$ cat src/hdl/rhcb_pkg.sv
// ---------------------------------------------------------------------------
// rhcb_pkg
// Types, constants and register codes of the chunk boundary unit.
// ---------------------------------------------------------------------------
package rhcb_pkg;

  localparam int RHCB_MAX_WINDOW = 64;
  localparam int RHCB_HASH_BITS  = 16;

  localparam int CFG_IDX_W  = 3;
  localparam int CFG_DATA_W = 32;

  // configuration register indexes
  localparam logic [CFG_IDX_W-1:0] REG_HASH_BASE      = 3'd0;
  localparam logic [CFG_IDX_W-1:0] REG_REMOVE_COEFF   = 3'd1;
  localparam logic [CFG_IDX_W-1:0] REG_WINDOW_SIZE    = 3'd2;
  localparam logic [CFG_IDX_W-1:0] REG_ANCHOR_MASK    = 3'd3;
  localparam logic [CFG_IDX_W-1:0] REG_ANCHOR_VALUE   = 3'd4;
  localparam logic [CFG_IDX_W-1:0] REG_MIN_SIZE       = 3'd5;
  localparam logic [CFG_IDX_W-1:0] REG_MAX_SIZE       = 3'd6;
  localparam logic [CFG_IDX_W-1:0] REG_FIRST_CHUNK_ID = 3'd7;

  // register reset values
  localparam logic [15:0] RST_HASH_BASE      = 16'd257;
  localparam logic [15:0] RST_REMOVE_COEFF   = 16'd0;
  localparam logic [6:0]  RST_WINDOW_SIZE    = 7'd48;
  localparam logic [15:0] RST_ANCHOR_MASK    = 16'd8191;
  localparam logic [15:0] RST_ANCHOR_VALUE   = 16'd0;
  localparam logic [15:0] RST_MIN_SIZE       = 16'd2048;
  localparam logic [15:0] RST_MAX_SIZE       = 16'd16384;
  localparam logic [31:0] RST_FIRST_CHUNK_ID = 32'd0;

  // cut reason codes
  localparam logic [1:0] CUT_NONE   = 2'd0;
  localparam logic [1:0] CUT_ANCHOR = 2'd1;
  localparam logic [1:0] CUT_MAX    = 2'd2;
  localparam logic [1:0] CUT_EOF    = 2'd3;

  typedef struct packed {
    logic [7:0] data_byte;
    logic       last_byte;
  } in_word_t;

  typedef struct packed {
    logic [7:0]  data_out;
    logic        boundary;
    logic [1:0]  cut_reason;
    logic [15:0] chunk_length;
    logic [31:0] chunk_id;
    logic [15:0] hash_value;
  } out_word_t;

  // control from the sequencer to the hash step unit
  typedef struct packed {
    logic load;     // capture the outgoing-byte product
    logic filling;  // window not yet full: no outgoing byte
  } hstep_ctl_t;

endpackage

$ cat src/hdl/rhcb_window_ram.sv
// ---------------------------------------------------------------------------
// rhcb_window_ram
// Sliding window byte store: one write port, one read port, registered read.
// ---------------------------------------------------------------------------
module rhcb_window_ram #(
  parameter int DEPTH = rhcb_pkg::RHCB_MAX_WINDOW,
  parameter int AW    = (DEPTH > 1) ? $clog2(DEPTH) : 1
) (
  input  logic          clk,
  input  logic          we,
  input  logic [AW-1:0] waddr,
  input  logic [7:0]    wdata,
  input  logic          re,
  input  logic [AW-1:0] raddr,
  output logic [7:0]    rdata
);
  import rhcb_pkg::*;

  logic [7:0] mem [DEPTH];
  logic [7:0] rdata_r;

  always_ff @(posedge clk) begin
    if (we) begin
      mem[waddr] <= wdata;
    end
  end

  always_ff @(posedge clk) begin
    if (re) begin
      rdata_r <= mem[raddr];
    end
  end

  assign rdata = rdata_r;

endmodule

$ cat src/hdl/rhcb_hash_step.sv
// ---------------------------------------------------------------------------
// rhcb_hash_step
// Two-step hash update: outgoing-byte product, then (h - p) * base + byte.
// ---------------------------------------------------------------------------
module rhcb_hash_step #(
  parameter int HASH_BITS = rhcb_pkg::RHCB_HASH_BITS
) (
  input  logic                 clk,
  input  rhcb_pkg::hstep_ctl_t ctl,
  input  logic [7:0]           leave_byte,
  input  logic [HASH_BITS-1:0] coeff,
  input  logic [HASH_BITS-1:0] base,
  input  logic [HASH_BITS-1:0] hash,
  input  logic [7:0]           new_byte,
  output logic [HASH_BITS-1:0] hash_nxt
);
  import rhcb_pkg::*;

  localparam int HB = HASH_BITS;

  logic [HB+7:0]   leave_prod;
  logic [HB-1:0]   prod_r;
  logic [HB-1:0]   diff;
  logic [2*HB-1:0] mul_full;

  assign leave_prod = (HB + 8)'(leave_byte) * (HB + 8)'(coeff);

  // stage 1: outgoing term, zero while the window fills
  always_ff @(posedge clk) begin
    if (ctl.load) begin
      prod_r <= ctl.filling ? '0 : leave_prod[HB-1:0];
    end
  end

  // stage 2: one multiply and add, modulo 2^HB
  assign diff     = hash - prod_r;
  assign mul_full = (2 * HB)'(diff) * (2 * HB)'(base);
  assign hash_nxt = mul_full[HB-1:0] + HB'(new_byte);

endmodule

$ cat src/hdl/rolling_hash_chunk_boundary_unit.sv
// ---------------------------------------------------------------------------
// rolling_hash_chunk_boundary_unit
// Content-defined chunking of a byte stream with a rolling polynomial hash.
// ---------------------------------------------------------------------------
// Each input word carries one file byte; each produces exactly one output
// word with the byte, the rolling hash after it, the chunk length and id,
// and a boundary flag with its reason (anchor match, max size, end of file).
// One byte is in flight at a time. The accepting edge also launches the
// window memory read of the outgoing byte; the MUL state then registers the
// outgoing-byte product, and the SUM state commits the multiply-add and cut
// check to the output register once the output register is free. The
// output register decouples the result side, so a new byte is taken on the
// edge after the previous one is committed, even while its result waits.
// The window lives in a MAX_WINDOW-entry byte memory; there is no clearing
// pass, since the byte count guarantees that no unwritten entry is ever
// used. Configuration is to be written only while the unit is idle; the
// unit itself does not enforce this. Writing first_chunk_id also reloads
// the chunk counter.
// ---------------------------------------------------------------------------
module rolling_hash_chunk_boundary_unit #(
  parameter int MAX_WINDOW = rhcb_pkg::RHCB_MAX_WINDOW,
  parameter int HASH_BITS  = rhcb_pkg::RHCB_HASH_BITS
) (
  input  logic                                clk,
  input  logic                                rst_n,
  // input byte channel
  input  logic                                in_valid,
  output logic                                in_stall,
  input  rhcb_pkg::in_word_t                  in_word,
  // result channel
  output logic                                out_valid,
  input  logic                                out_stall,
  output rhcb_pkg::out_word_t                 out_word,
  // configuration writes
  input  logic                                cfg_we,
  input  logic [rhcb_pkg::CFG_IDX_W-1:0]      cfg_index,
  input  logic [rhcb_pkg::CFG_DATA_W-1:0]     cfg_wdata
);
  import rhcb_pkg::*;

  localparam int HB   = HASH_BITS;
  localparam int PTRW = (MAX_WINDOW > 1) ? $clog2(MAX_WINDOW) : 1;
  localparam int SUMW = PTRW + 1;
  localparam int WCW  = $clog2(MAX_WINDOW + 1);

  // sequencer states
  localparam logic [1:0] ST_IDLE = 2'd0;  // waiting for a byte
  localparam logic [1:0] ST_MUL  = 2'd1;  // outgoing byte read back, form product
  localparam logic [1:0] ST_SUM  = 2'd2;  // multiply-add, cut check, commit

  // configuration registers
  logic [15:0] hash_base_r;
  logic [15:0] remove_coeff_r;
  logic [6:0]  window_size_r;
  logic [15:0] anchor_mask_r;
  logic [15:0] anchor_value_r;
  logic [15:0] min_size_r;
  logic [15:0] max_size_r;

  // chunk state
  logic [1:0]      state_r, state_nxt;
  logic [PTRW-1:0] ptr_r, ptr_nxt;
  logic [HB-1:0]   hash_r;
  logic [15:0]     byte_cnt_r, byte_cnt_nxt;
  logic [31:0]     chunk_cnt_r;
  in_word_t        in_r;
  logic            out_valid_r;
  out_word_t       out_word_r, out_word_nxt;

  logic            in_acc;
  logic            out_free;
  logic            commit;
  logic [WCW-1:0]  win_eff;
  logic            filling;
  logic [SUMW-1:0] oidx_sum;
  logic [PTRW-1:0] oidx;
  logic [7:0]      leave_byte;
  logic [HB-1:0]   hash_new;
  logic [16:0]     len_inc;
  logic            anchor_hit;
  logic [1:0]      reason;
  hstep_ctl_t      hctl;

  // stall while a byte is in flight, and throughout reset
  assign in_stall = !rst_n || (state_r != ST_IDLE);
  assign in_acc   = in_valid && !in_stall;
  assign out_free = !out_valid_r || !out_stall;
  assign commit   = (state_r == ST_SUM) && out_free;

  // effective window: zero acts as one, clamp at MAX_WINDOW
  always_comb begin
    if (window_size_r == 7'd0) begin
      win_eff = WCW'(1);
    end else if (16'(window_size_r) > 16'(MAX_WINDOW)) begin
      win_eff = WCW'(MAX_WINDOW);
    end else begin
      win_eff = WCW'(window_size_r);
    end
  end

  assign filling = byte_cnt_r < 16'(win_eff);

  // outgoing slot: (ptr - w) mod MAX_WINDOW, one compare and subtract
  assign oidx_sum = SUMW'(ptr_r) + SUMW'(MAX_WINDOW) - SUMW'(win_eff);
  assign oidx     = (oidx_sum >= SUMW'(MAX_WINDOW)) ?
                    PTRW'(oidx_sum - SUMW'(MAX_WINDOW)) : PTRW'(oidx_sum);

  rhcb_window_ram #(
    .DEPTH (MAX_WINDOW),
    .AW    (PTRW)
  ) u_window (
    .clk   (clk),
    .we    (commit),
    .waddr (ptr_r),
    .wdata (in_r.data_byte),
    .re    (in_acc),
    .raddr (oidx),
    .rdata (leave_byte)
  );

  assign hctl.load    = (state_r == ST_MUL);
  assign hctl.filling = filling;

  rhcb_hash_step #(
    .HASH_BITS (HB)
  ) u_hash (
    .clk        (clk),
    .ctl        (hctl),
    .leave_byte (leave_byte),
    .coeff      (remove_coeff_r[HB-1:0]),
    .base       (hash_base_r[HB-1:0]),
    .hash       (hash_r),
    .new_byte   (in_r.data_byte),
    .hash_nxt   (hash_new)
  );

  // cut decision; anchor beats max size beats end of file
  assign len_inc    = 17'(byte_cnt_r) + 17'd1;
  assign anchor_hit = ((16'(hash_new) & anchor_mask_r) == anchor_value_r);

  always_comb begin
    reason = CUT_NONE;
    if (!filling && (len_inc >= 17'(min_size_r))) begin
      if (anchor_hit) begin
        reason = CUT_ANCHOR;
      end else if (len_inc >= 17'(max_size_r)) begin
        reason = CUT_MAX;
      end
    end
    if ((reason == CUT_NONE) && in_r.last_byte) begin
      reason = CUT_EOF;
    end
  end

  // saturating length, pointer wrap
  always_comb begin
    byte_cnt_nxt = (byte_cnt_r == 16'hFFFF) ? byte_cnt_r : len_inc[15:0];
    ptr_nxt      = (ptr_r == PTRW'(MAX_WINDOW - 1)) ? '0 : ptr_r + PTRW'(1);
  end

  always_comb begin
    out_word_nxt.data_out     = in_r.data_byte;
    out_word_nxt.boundary     = (reason != CUT_NONE);
    out_word_nxt.cut_reason   = reason;
    out_word_nxt.chunk_length = byte_cnt_nxt;
    out_word_nxt.chunk_id     = chunk_cnt_r;
    out_word_nxt.hash_value   = 16'(hash_new);
  end

  always_comb begin
    state_nxt = state_r;
    unique case (state_r)
      ST_IDLE: begin
        if (in_acc) state_nxt = ST_MUL;
      end
      ST_MUL: begin
        state_nxt = ST_SUM;
      end
      ST_SUM: begin
        if (out_free) state_nxt = ST_IDLE;
      end
      default: begin
        state_nxt = ST_IDLE;
      end
    endcase
  end

  always_ff @(posedge clk) begin
    if (in_acc) begin
      in_r <= in_word;
    end
    if (commit) begin
      out_word_r <= out_word_nxt;
    end
  end

  always_ff @(posedge clk) begin
    if (!rst_n) begin
      state_r        <= ST_IDLE;
      ptr_r          <= '0;
      hash_r         <= '0;
      byte_cnt_r     <= '0;
      chunk_cnt_r    <= RST_FIRST_CHUNK_ID;
      out_valid_r    <= 1'b0;
      hash_base_r    <= RST_HASH_BASE;
      remove_coeff_r <= RST_REMOVE_COEFF;
      window_size_r  <= RST_WINDOW_SIZE;
      anchor_mask_r  <= RST_ANCHOR_MASK;
      anchor_value_r <= RST_ANCHOR_VALUE;
      min_size_r     <= RST_MIN_SIZE;
      max_size_r     <= RST_MAX_SIZE;
    end else begin
      state_r <= state_nxt;

      if (commit) begin
        out_valid_r <= 1'b1;
      end else if (!out_stall) begin
        out_valid_r <= 1'b0;
      end

      if (commit) begin
        if (reason != CUT_NONE) begin
          ptr_r       <= '0;
          hash_r      <= '0;
          byte_cnt_r  <= '0;
          chunk_cnt_r <= chunk_cnt_r + 32'd1;
        end else begin
          ptr_r      <= ptr_nxt;
          hash_r     <= hash_new;
          byte_cnt_r <= byte_cnt_nxt;
        end
      end

      if (cfg_we) begin
        unique case (cfg_index)
          REG_HASH_BASE:      hash_base_r    <= cfg_wdata[15:0];
          REG_REMOVE_COEFF:   remove_coeff_r <= cfg_wdata[15:0];
          REG_WINDOW_SIZE:    window_size_r  <= cfg_wdata[6:0];
          REG_ANCHOR_MASK:    anchor_mask_r  <= cfg_wdata[15:0];
          REG_ANCHOR_VALUE:   anchor_value_r <= cfg_wdata[15:0];
          REG_MIN_SIZE:       min_size_r     <= cfg_wdata[15:0];
          REG_MAX_SIZE:       max_size_r     <= cfg_wdata[15:0];
          REG_FIRST_CHUNK_ID: chunk_cnt_r    <= cfg_wdata;
          default: ;
        endcase
      end
    end
  end

  assign out_valid = out_valid_r;
  assign out_word  = out_word_r;

endmodule

$ cat config.mk
export PLATFORM = sky130hd
export DESIGN_NAME = rolling_hash_chunk_boundary_unit
export DESIGN_NICKNAME = d
export VERILOG_FILES = /design/src/hdl/rhcb_pkg.sv /design/src/hdl/rhcb_window_ram.sv /design/src/hdl/rhcb_hash_step.sv /design/src/hdl/rolling_hash_chunk_boundary_unit.sv
export SDC_FILE = /design/constraint.sdc
export NUM_CORES = 2
export LEC_CHECK = 0
export BUFFER_PORTS_ARGS = -buffer_cell sky130_fd_sc_hd__buf_4
export CORE_ASPECT_RATIO = 0.5
export CORE_MARGIN = 2
export CORE_UTILIZATION = 61
export CTS_CLUSTER_DIAMETER = 60
export DETAILED_ROUTE_END_ITERATION = 8
export GPL_ROUTABILITY_DRIVEN = 0
export GPL_TIMING_DRIVEN = 1
export HOLD_SLACK_MARGIN = 0.15
export MAX_ROUTING_LAYER = met4
export PLACE_DENSITY = 0.76
export SLEW_MARGIN = 0
export SYNTH_ARGS = -nofsm -noshare
export SYNTH_HDL_FRONTEND = slang
export SYNTH_SLANG_ARGS = --single-unit
$ cat constraint.sdc
create_clock -name clk -period 13.27 [get_ports clk]
set_input_delay 1.327 -clock clk [delete_from_list [all_inputs] [get_ports clk]]
set_output_delay 1.327 -clock clk [all_outputs]
set_load 0.02 [all_outputs]
=== Word level (Yosys, flattened, before mapping) ===
Memory sizes are Yosys's and may differ from the RTL's. A register that Yosys moved wholly into a read port is not among the register bits.
Cells that the tools add are included.

* Word-level logic and storage cells: 102
* Output and inout port bits: 77
* Memories kept: 1
* RAM bits: 512
* Register bits: 276
* Bits of input ports: 49

{| class="wikitable"
|+ Memory list
! name !! words !! width !! read ports !! clocked after memory_dff !! wr ports !! RTL line !! source
|-
| u_window.mem || 64 || 8 || 1 || 1 || 1 || rhcb_window_ram.sv:19 || <nowiki>logic [7:0] mem [DEPTH];</nowiki>
|}

* Magnitude comparators: 5
* Multipliers: 2
* Reduce and logical (&&, ||, !) cells: 25
* Bitwise operators: 1
* Equal/unequal tests: 15
* Muxes and demuxes: 23
* Add/subtract/negate cells: 8

{| class="wikitable"
|+ Operators with widths
! operator !! number
|-
| 2-to-1 mux 32 bit || 4
|-
| 2-to-1 mux 16 bit || 3
|-
| >= comparator 17 x 16 -> 1 bit || 2
|-
| adder 32 x 1 -> 32 bit, second input constant || 1
|-
| 2-to-1 mux 6 bit || 3
|-
| adder 16 x 1 -> 17 bit, second input constant || 1
|-
| adder 16 x 8 -> 16 bit || 1
|-
| bitwise AND 16 bit || 1
|-
| == test 16 bit || 1
|-
| == test 16 bit, second input constant || 1
|-
| less-than comparator 16 x 7 -> 1 bit || 1
|-
| multiplier 16 x 16 -> 16 bit || 1
|-
| multiplier 8 x 16 -> 16 bit || 1
|-
| AND reduction 2 bit || 8
|-
| subtractor 16 bit || 1
|-
| 2-to-1 mux 7 bit || 2
|-
| == test 3 bit, second input constant || 4
|-
| 2-to-1 mux 2 bit || 6
|-
| adder 6 x 7 -> 7 bit, second input constant || 1
|-
| >= comparator 7 bit, second input constant || 1
|-
| > comparator 7 bit, second input constant || 1
|-
| logical NOT 7 bit || 1
|-
| subtractor 7 bit || 1
|-
| adder 6 x 1 -> 6 bit, second input constant || 1
|-
| other kinds (16) || 31
|}

=== Longest topological paths before layout ===
* Depth after elaboration: 15
* Mapped depth: 37
* Depth with buffers taken out: 35

=== Modules after synthesis ===
A second synthesis with hierarchy kept.

* Cell total of the unflattened synthesis: 3172
* Area total of the unflattened synthesis: 40363.7 um^2

{| class="wikitable"
|+ Modules (own cells, without submodules)
! module !! times used !! cells an instance !! area an instance (um^2) !! seq. area each (um^2)
|-
| rhcb_window_ram || 1 || 940 || 20246.9 || 15615.0
|-
| rolling_hash_chunk_boundary_unit || 1 || 1285 || 11866.4 || 6045.8
|-
| rhcb_hash_step || 1 || 947 || 8250.4 || 480.5
|}

=== Worst setup path after synthesis ===
No wires, ideal clock.

* Kind: register -> register
* From: register u_hash.prod_r[0]
* To: register hash_r[12]
* Stages on the path, launching flop included: 31
* Setup slack: 5.088 ns
* Buffers on the path: 3
* Setup time: 0.076 ns
* Data required time: 13.194 ns
* Clock period less this slack: 8.182 ns
* Arrival: 8.106 ns
* Cell sequence: edfxtp_1 ha_1 fa_1 and2b_1 o2111ai_2 a32o_1 nor3_1 nand2_1 fa_1 fa_1 fa_1 fa_1 inv_1 fa_1 inv_1 fa_1 inv_1 ha_1 a21o_1 a221oi_1 o21ai_0 xnor2_1 xnor3_2 xor2_2 a21bo_1 a31oi_4 buf_6 buf_6 buf_6 nand3_1 a21oi_1

* Word-level cells in the longest chain between the ends: 12

{| class="wikitable"
|+ Ends and longest elaborated chain
! item !! RTL line !! source
|-
| start, declared || rhcb_hash_step.sv:22 || <nowiki>logic [HB-1:0] prod_r;</nowiki>
|-
| start signal, assigned || rhcb_hash_step.sv:31 || <nowiki>prod_r <= ctl.filling ? '0 : leave_prod[HB-1:0];</nowiki>
|-
| subtractor 16 bit * || rhcb_hash_step.sv:36 || <nowiki>assign diff = hash - prod_r;</nowiki>
|-
| multiplier 16 x 16 -> 16 bit * || rhcb_hash_step.sv:37 || <nowiki>assign mul_full = (2 * HB)'(diff) * (2 * HB)'(base);</nowiki>
|-
| adder 16 x 8 -> 16 bit * || rhcb_hash_step.sv:38 || <nowiki>assign hash_nxt = mul_full[HB-1:0] + HB'(new_byte);</nowiki>
|-
| named net hash_new[15] || rolling_hash_chunk_boundary_unit.sv:78 || <nowiki>logic [HB-1:0] hash_new;</nowiki>
|-
| bitwise AND 16 bit * || rolling_hash_chunk_boundary_unit.sv:139 || <nowiki>assign anchor_hit = ((16'(hash_new) & anchor_mask_r) == anchor_value_r);</nowiki>
|-
| == test 16 bit * || rolling_hash_chunk_boundary_unit.sv:139 ||
|-
| 2-to-1 mux 2 bit * || rolling_hash_chunk_boundary_unit.sv:144 || <nowiki>if (anchor_hit) begin</nowiki>
|-
| 2-to-1 mux 2 bit * || rolling_hash_chunk_boundary_unit.sv:143 || <nowiki>if (!filling && (len_inc >= 17'(min_size_r))) begin</nowiki>
|-
| logical NOT 2 bit || rolling_hash_chunk_boundary_unit.sv:150 || <nowiki>if ((reason == CUT_NONE) && in_r.last_byte) begin</nowiki>
|-
| logical AND 1 bit || rolling_hash_chunk_boundary_unit.sv:150 ||
|-
| 2-to-1 mux 2 bit * || rolling_hash_chunk_boundary_unit.sv:150 ||
|-
| nonzero test 2 bit * || rolling_hash_chunk_boundary_unit.sv:222 || <nowiki>if (reason != CUT_NONE) begin</nowiki>
|-
| 2-to-1 mux 16 bit * || rolling_hash_chunk_boundary_unit.sv:222 ||
|-
| end signal, assigned || rolling_hash_chunk_boundary_unit.sv:229 || <nowiki>hash_r <= hash_new;</nowiki>
|-
| end, declared || rolling_hash_chunk_boundary_unit.sv:63 || <nowiki>logic [HB-1:0] hash_r;</nowiki>
|}

The timed path passes the listed nets; every way through them passes the cells marked *.
A chain may end at the register's enable or synchronous reset.

=== Worst setup path after layout ===
* From: register u_hash.prod_r[0]
* To: register chunk_cnt_r[0]

* Word-level cells in the longest chain between the ends: 15

{| class="wikitable"
|+ Ends and longest elaborated chain
! item !! RTL line !! source
|-
| subtractor 16 bit * || rhcb_hash_step.sv:36 ||
|-
| multiplier 16 x 16 -> 16 bit * || rhcb_hash_step.sv:37 ||
|-
| adder 16 x 8 -> 16 bit * || rhcb_hash_step.sv:38 ||
|-
| named net hash_new[15] || rolling_hash_chunk_boundary_unit.sv:78 ||
|-
| bitwise AND 16 bit * || rolling_hash_chunk_boundary_unit.sv:139 ||
|-
| == test 16 bit * || rolling_hash_chunk_boundary_unit.sv:139 ||
|-
| 2-to-1 mux 2 bit * || rolling_hash_chunk_boundary_unit.sv:144 ||
|-
| 2-to-1 mux 2 bit * || rolling_hash_chunk_boundary_unit.sv:143 ||
|-
| logical NOT 2 bit || rolling_hash_chunk_boundary_unit.sv:150 ||
|-
| logical AND 1 bit || rolling_hash_chunk_boundary_unit.sv:150 ||
|-
| 2-to-1 mux 2 bit * || rolling_hash_chunk_boundary_unit.sv:150 ||
|-
| nonzero test 2 bit * || rolling_hash_chunk_boundary_unit.sv:222 ||
|-
| 2-to-1 mux 32 bit * || rolling_hash_chunk_boundary_unit.sv:222 ||
|-
| 2-to-1 mux 32 bit * || rolling_hash_chunk_boundary_unit.sv:221 || <nowiki>if (commit) begin</nowiki>
|-
| 2-to-1 mux 32 bit || rolling_hash_chunk_boundary_unit.sv:235 || <nowiki>unique case (cfg_index)</nowiki>
|-
| 2-to-1 mux 32 bit * || rolling_hash_chunk_boundary_unit.sv:234 || <nowiki>if (cfg_we) begin</nowiki>
|-
| end signal, assigned || rolling_hash_chunk_boundary_unit.sv:226 || <nowiki>chunk_cnt_r <= chunk_cnt_r + 32'd1;</nowiki>
|-
| end signal, assigned || rolling_hash_chunk_boundary_unit.sv:243 || <nowiki>REG_FIRST_CHUNK_ID: chunk_cnt_r <= cfg_wdata;</nowiki>
|-
| end, declared || rolling_hash_chunk_boundary_unit.sv:65 || <nowiki>logic [31:0] chunk_cnt_r;</nowiki>
|}

Marks and branches as above.

==> flow_summary.yaml <==
outcome:
  outcome: "complete, no violations"
clock_tree:
  cts_hold_buffers: 0
  postCtsSetupBuffers: 0
  clkSinkCount: 796
  cts-htree-levels: 3
  cts_tree: "built"
  cts_resized: 0
  path_clk_slew_ns: 0.07
  cts_buffers: 71
  cts_buffer_depth: 3
  cts_root_buf: "clkbuf_16"
  clk_latency_ns: 0.66
critical_path:
  slowest_delay_ns: 0.73
  crit_path_end_kind: "flop"
  crit_fanout: 76
  crit_start: "u_hash.prod_r[0]"
  worst-r2r-cell-count: 29
  crit_type: "flop to flop"
  cpMostUsedCell: "fa_1"
  cpMaxStageDelayCell: "buf_4"
  cp.required_ns: 13.81
  critical_path_arrival_ns: 10.23
  rr_startpoint: "u_hash.prod_r[0]"
  cp-start-kind: "flop"
power:
  internal-power_w: 0.00418
  p_sw_share_pct: 25.6
  p_leak_nw: 15.9
  vdd_drop_max_mv: 0.0961
  seqPwrFrac_pct: 48.9
  combPwrFrac_pct: 12.5
  p_clk_share_pct: 38.7
  p_switching_w: 0.00144
  p_per_area_nw_per_um2: 128
global_routing:
  use_met2_pct: 48.9
  busiest_layer: "met2"
  overflow: 0
  grt_pass1_vias: 25200
  gr-usage-met1_pct: 39.1
  grt_usage_pct: 30.3
  antenna_found_initial: 2
  grt_pass1_wl_um: 149000
  use_met3_pct: 5.45
  grt_max_degree: 77
routing:
  viasPerCell: 6.11
  drc: 0
  wire_per_inst_um: 23.8
  detail-route-antenna-nets: 0
  dr_total_vias: 25000
  routed_wl_um: 97300
  drt_first_iter_violations: 2363
  drt_pass1_iterations: 6
timing:
  rsz0062_at_grt: "no"
  finalMaxSlewViolations: 0
  slew-limit-headroom_pct: 20.2
  setup-violations-final: 0
  layout_setup_ws_ns: 3.59
  hold_viol_final: 0
  worstMarginPinSlew_ns: 1.19
  clock_skew_ns: 0.0390
  finalSetupTns_ns: 0
  period_needed_ns: 9.68
  fmax_mhz: 103
  post-route-period-util_pct: 73.0
min_path:
  min_from: "min_size_r[2]"
  min_path_type: "flop to flop"
  min_path_cells: 2
die:
  die_x_um: 365
  core_area_um2: 64700
  ioPinCount: 126
  die_h_um: 185
  rows: 66
  initial_utilization_pct: 61.5
  die_area_um2: 67500
logic_synthesis:
  synth.most_common_cell: "edfxtp_1"
  synthFlopType: "edfxtp_1"
  synth_seq_cells: 796
  yosysWarnings: 0
  syn_nets: 3404
  yosys-top-cells-area: "edfxtp_1, mux4_2, dfxtp_1"
  synth_top_cell_by_area: "edfxtp_1"
  synth_top_area_share_pct: 46.8
  synth_edf_count: 620
  synth_seq_area_share_pct: 55.6
  syn_area_um2: 39800
  yosysUniqueCellTypes: 77
  syn_inst: 3062
  synthArstFlopShare_pct: 0
  synth_commonest_cells: "edfxtp_1, nand2_1, inv_1, a21oi_1, dfxtp_1"
  synth_area_per_cell_um2: 13.0
job:
  maxCapViolCount: 0
layout:
  syn_to_final_growth_pct: 10.5
  drive_above_1_share_pct: 14.4
  fillerInstances: 4391
  num-nets-final: 3484
placed_design:
  pre_cts_slack_ns: 3.74
  hpwl_um: 61500
  portBuffers: 125
## path summary, 6_finish.rpt
kind,to,slack [ns]
min reg2reg,min_size_r[2],0.46
max reg2reg,chunk_cnt_r[0],3.59
max,chunk_cnt_r[0],3.59
min,min_size_r[2],0.46
## stage by stage
| stage | util, % | hold WS [ns] | area [um^2] | power, W | cells |
|---|---|---|---|---|---|
| 6_report | 67.9 | 0.455 | 44000 | 0.00562 | 4086 |
| 3_3_place_gp | 64.1 | 0.442 | 41500 | 0.00347 | 3953 |
| 5_1_grt | 67.9 | 0.476 | 44000 | 0.00578 | 4086 |
| 3_5_place_dp | 64.1 | 0.444 | 41500 | 0.00349 | 3953 |
| 2_1_floorplan | - | 0.406 | 39800 | 0.00325 | 3062 |
| 4_1_cts | 67.9 | 0.457 | 44000 | 0.00562 | 4085 |
## cells in the final DEF, fill, tap and decap left out, drive strengths merged, types with 3 or more instances in the layout
| cell type | n |
|---|---|
| ha | 144 |
| nor4 | 8 |
| a21o | 27 |
| nand3 | 84 |
| buf | 152 |
| and3 | 16 |
| edfxtp | 620 |
| o21a | 14 |
| nor2 | 131 |
| o21ai | 51 |
| o2111ai | 6 |
| nand2 | 422 |
| nand3b | 5 |
| o211ai | 3 |
| xnor3 | 4 |
| xor2 | 22 |
| or3 | 8 |
| or2 | 8 |
| nand2b | 33 |
| mux4 | 160 |
| clkbuf | 89 |
| a31oi | 5 |
| o21bai | 5 |
| nand4 | 14 |
| dfxtp | 176 |
| xnor2 | 91 |
| bufinv | 7 |
| nor3b | 9 |
| a211oi | 24 |
| and2 | 94 |
| o31a | 5 |
| nor3 | 21 |
| clkinv | 30 |
| inv | 279 |
| a21oi | 188 |
| mux2i | 12 |
| nor2b | 50 |
| fa | 149 |
## area by class of cell
type | instances | area (um^2) | area share [%]
Sequential cell | 796 | 22100 | 50.3
Antenna cell | 1 | 2.50 | 0.00569
Inverter | 275 | 1040 | 2.36
Timing Repair Buffer | 152 | 1140 | 2.59
Clock inverter | 43 | 500 | 1.14
Clock buffer | 89 | 1950 | 4.43
Tap cell | 884 | 1110 | 2.52
Multi-Input combinational cell | 1846 | 16100 | 36.6
## per-layer routing
| metal | part of all wire (%) | up-vias |
|---|---|---|
| li1 | - | 11000 |
| met1 | 39 | 12500 |
| met2 | 49 | 1241 |
| met3 | 8.6 | 258 |
| met4 | 3.6 | 0 |
| met5 | 0 | - |
## worst max-delay path, delay by kind of cell (launching register included)
family,cells,cell delay (ns)
AOI/OAI and AO/OA,8,2.07
buffers and inverters,4,0.87
DFF,1,0.37
adders and majority gates,9,4.02
xor gates and xnor gates,4,1.08
and+or+nand+nor,4,1.13
## cells by family (layout without fill, tap and decap cells)
kind of cell    count (synthesis)  in the layout  share of synthesized area [%]
compound gates                352            352                           5.37
xor+xnor                      118            118                           2.79
fa+ha+maj                     293            293                           12.0
buf+inv                       420            559                           4.09
flops                         796            796                           55.6
mux                           173            173                           9.38
other cells                     0              1                              0
simple gates                  910            910                           10.7
## power by group through the flow
stage / Clock, W / Sequential, W / Combinational (W)
floorplan: 0 / 0.00281 / 0.000445
global placement: 0 / 0.00280 / 0.000674
detailed placement: 0 / 0.00280 / 0.000690
CTS: 0.00218 / 0.00274 / 0.000697
global route: 0.00227 / 0.00275 / 0.000759
finish: 0.00217 / 0.00275 / 0.000702
## state kept, by name, indices dropped and copies added (netlist names)
signal and flops:
u_window.rdata 8, in_r 9, state_r 2, out_word 75, min_size_r 16, u_hash.prod_r 16
anchor_value_r 16, ptr_r 6, anchor_mask_r 16, out_valid 1, hash_r 16, byte_cnt_r 16
u_window.mem 512, window_size_r 7, chunk_cnt_r 32, remove_coeff_r 16, hash_base_r 16, max_size_r 16
(Power assumes the default switching activity.)
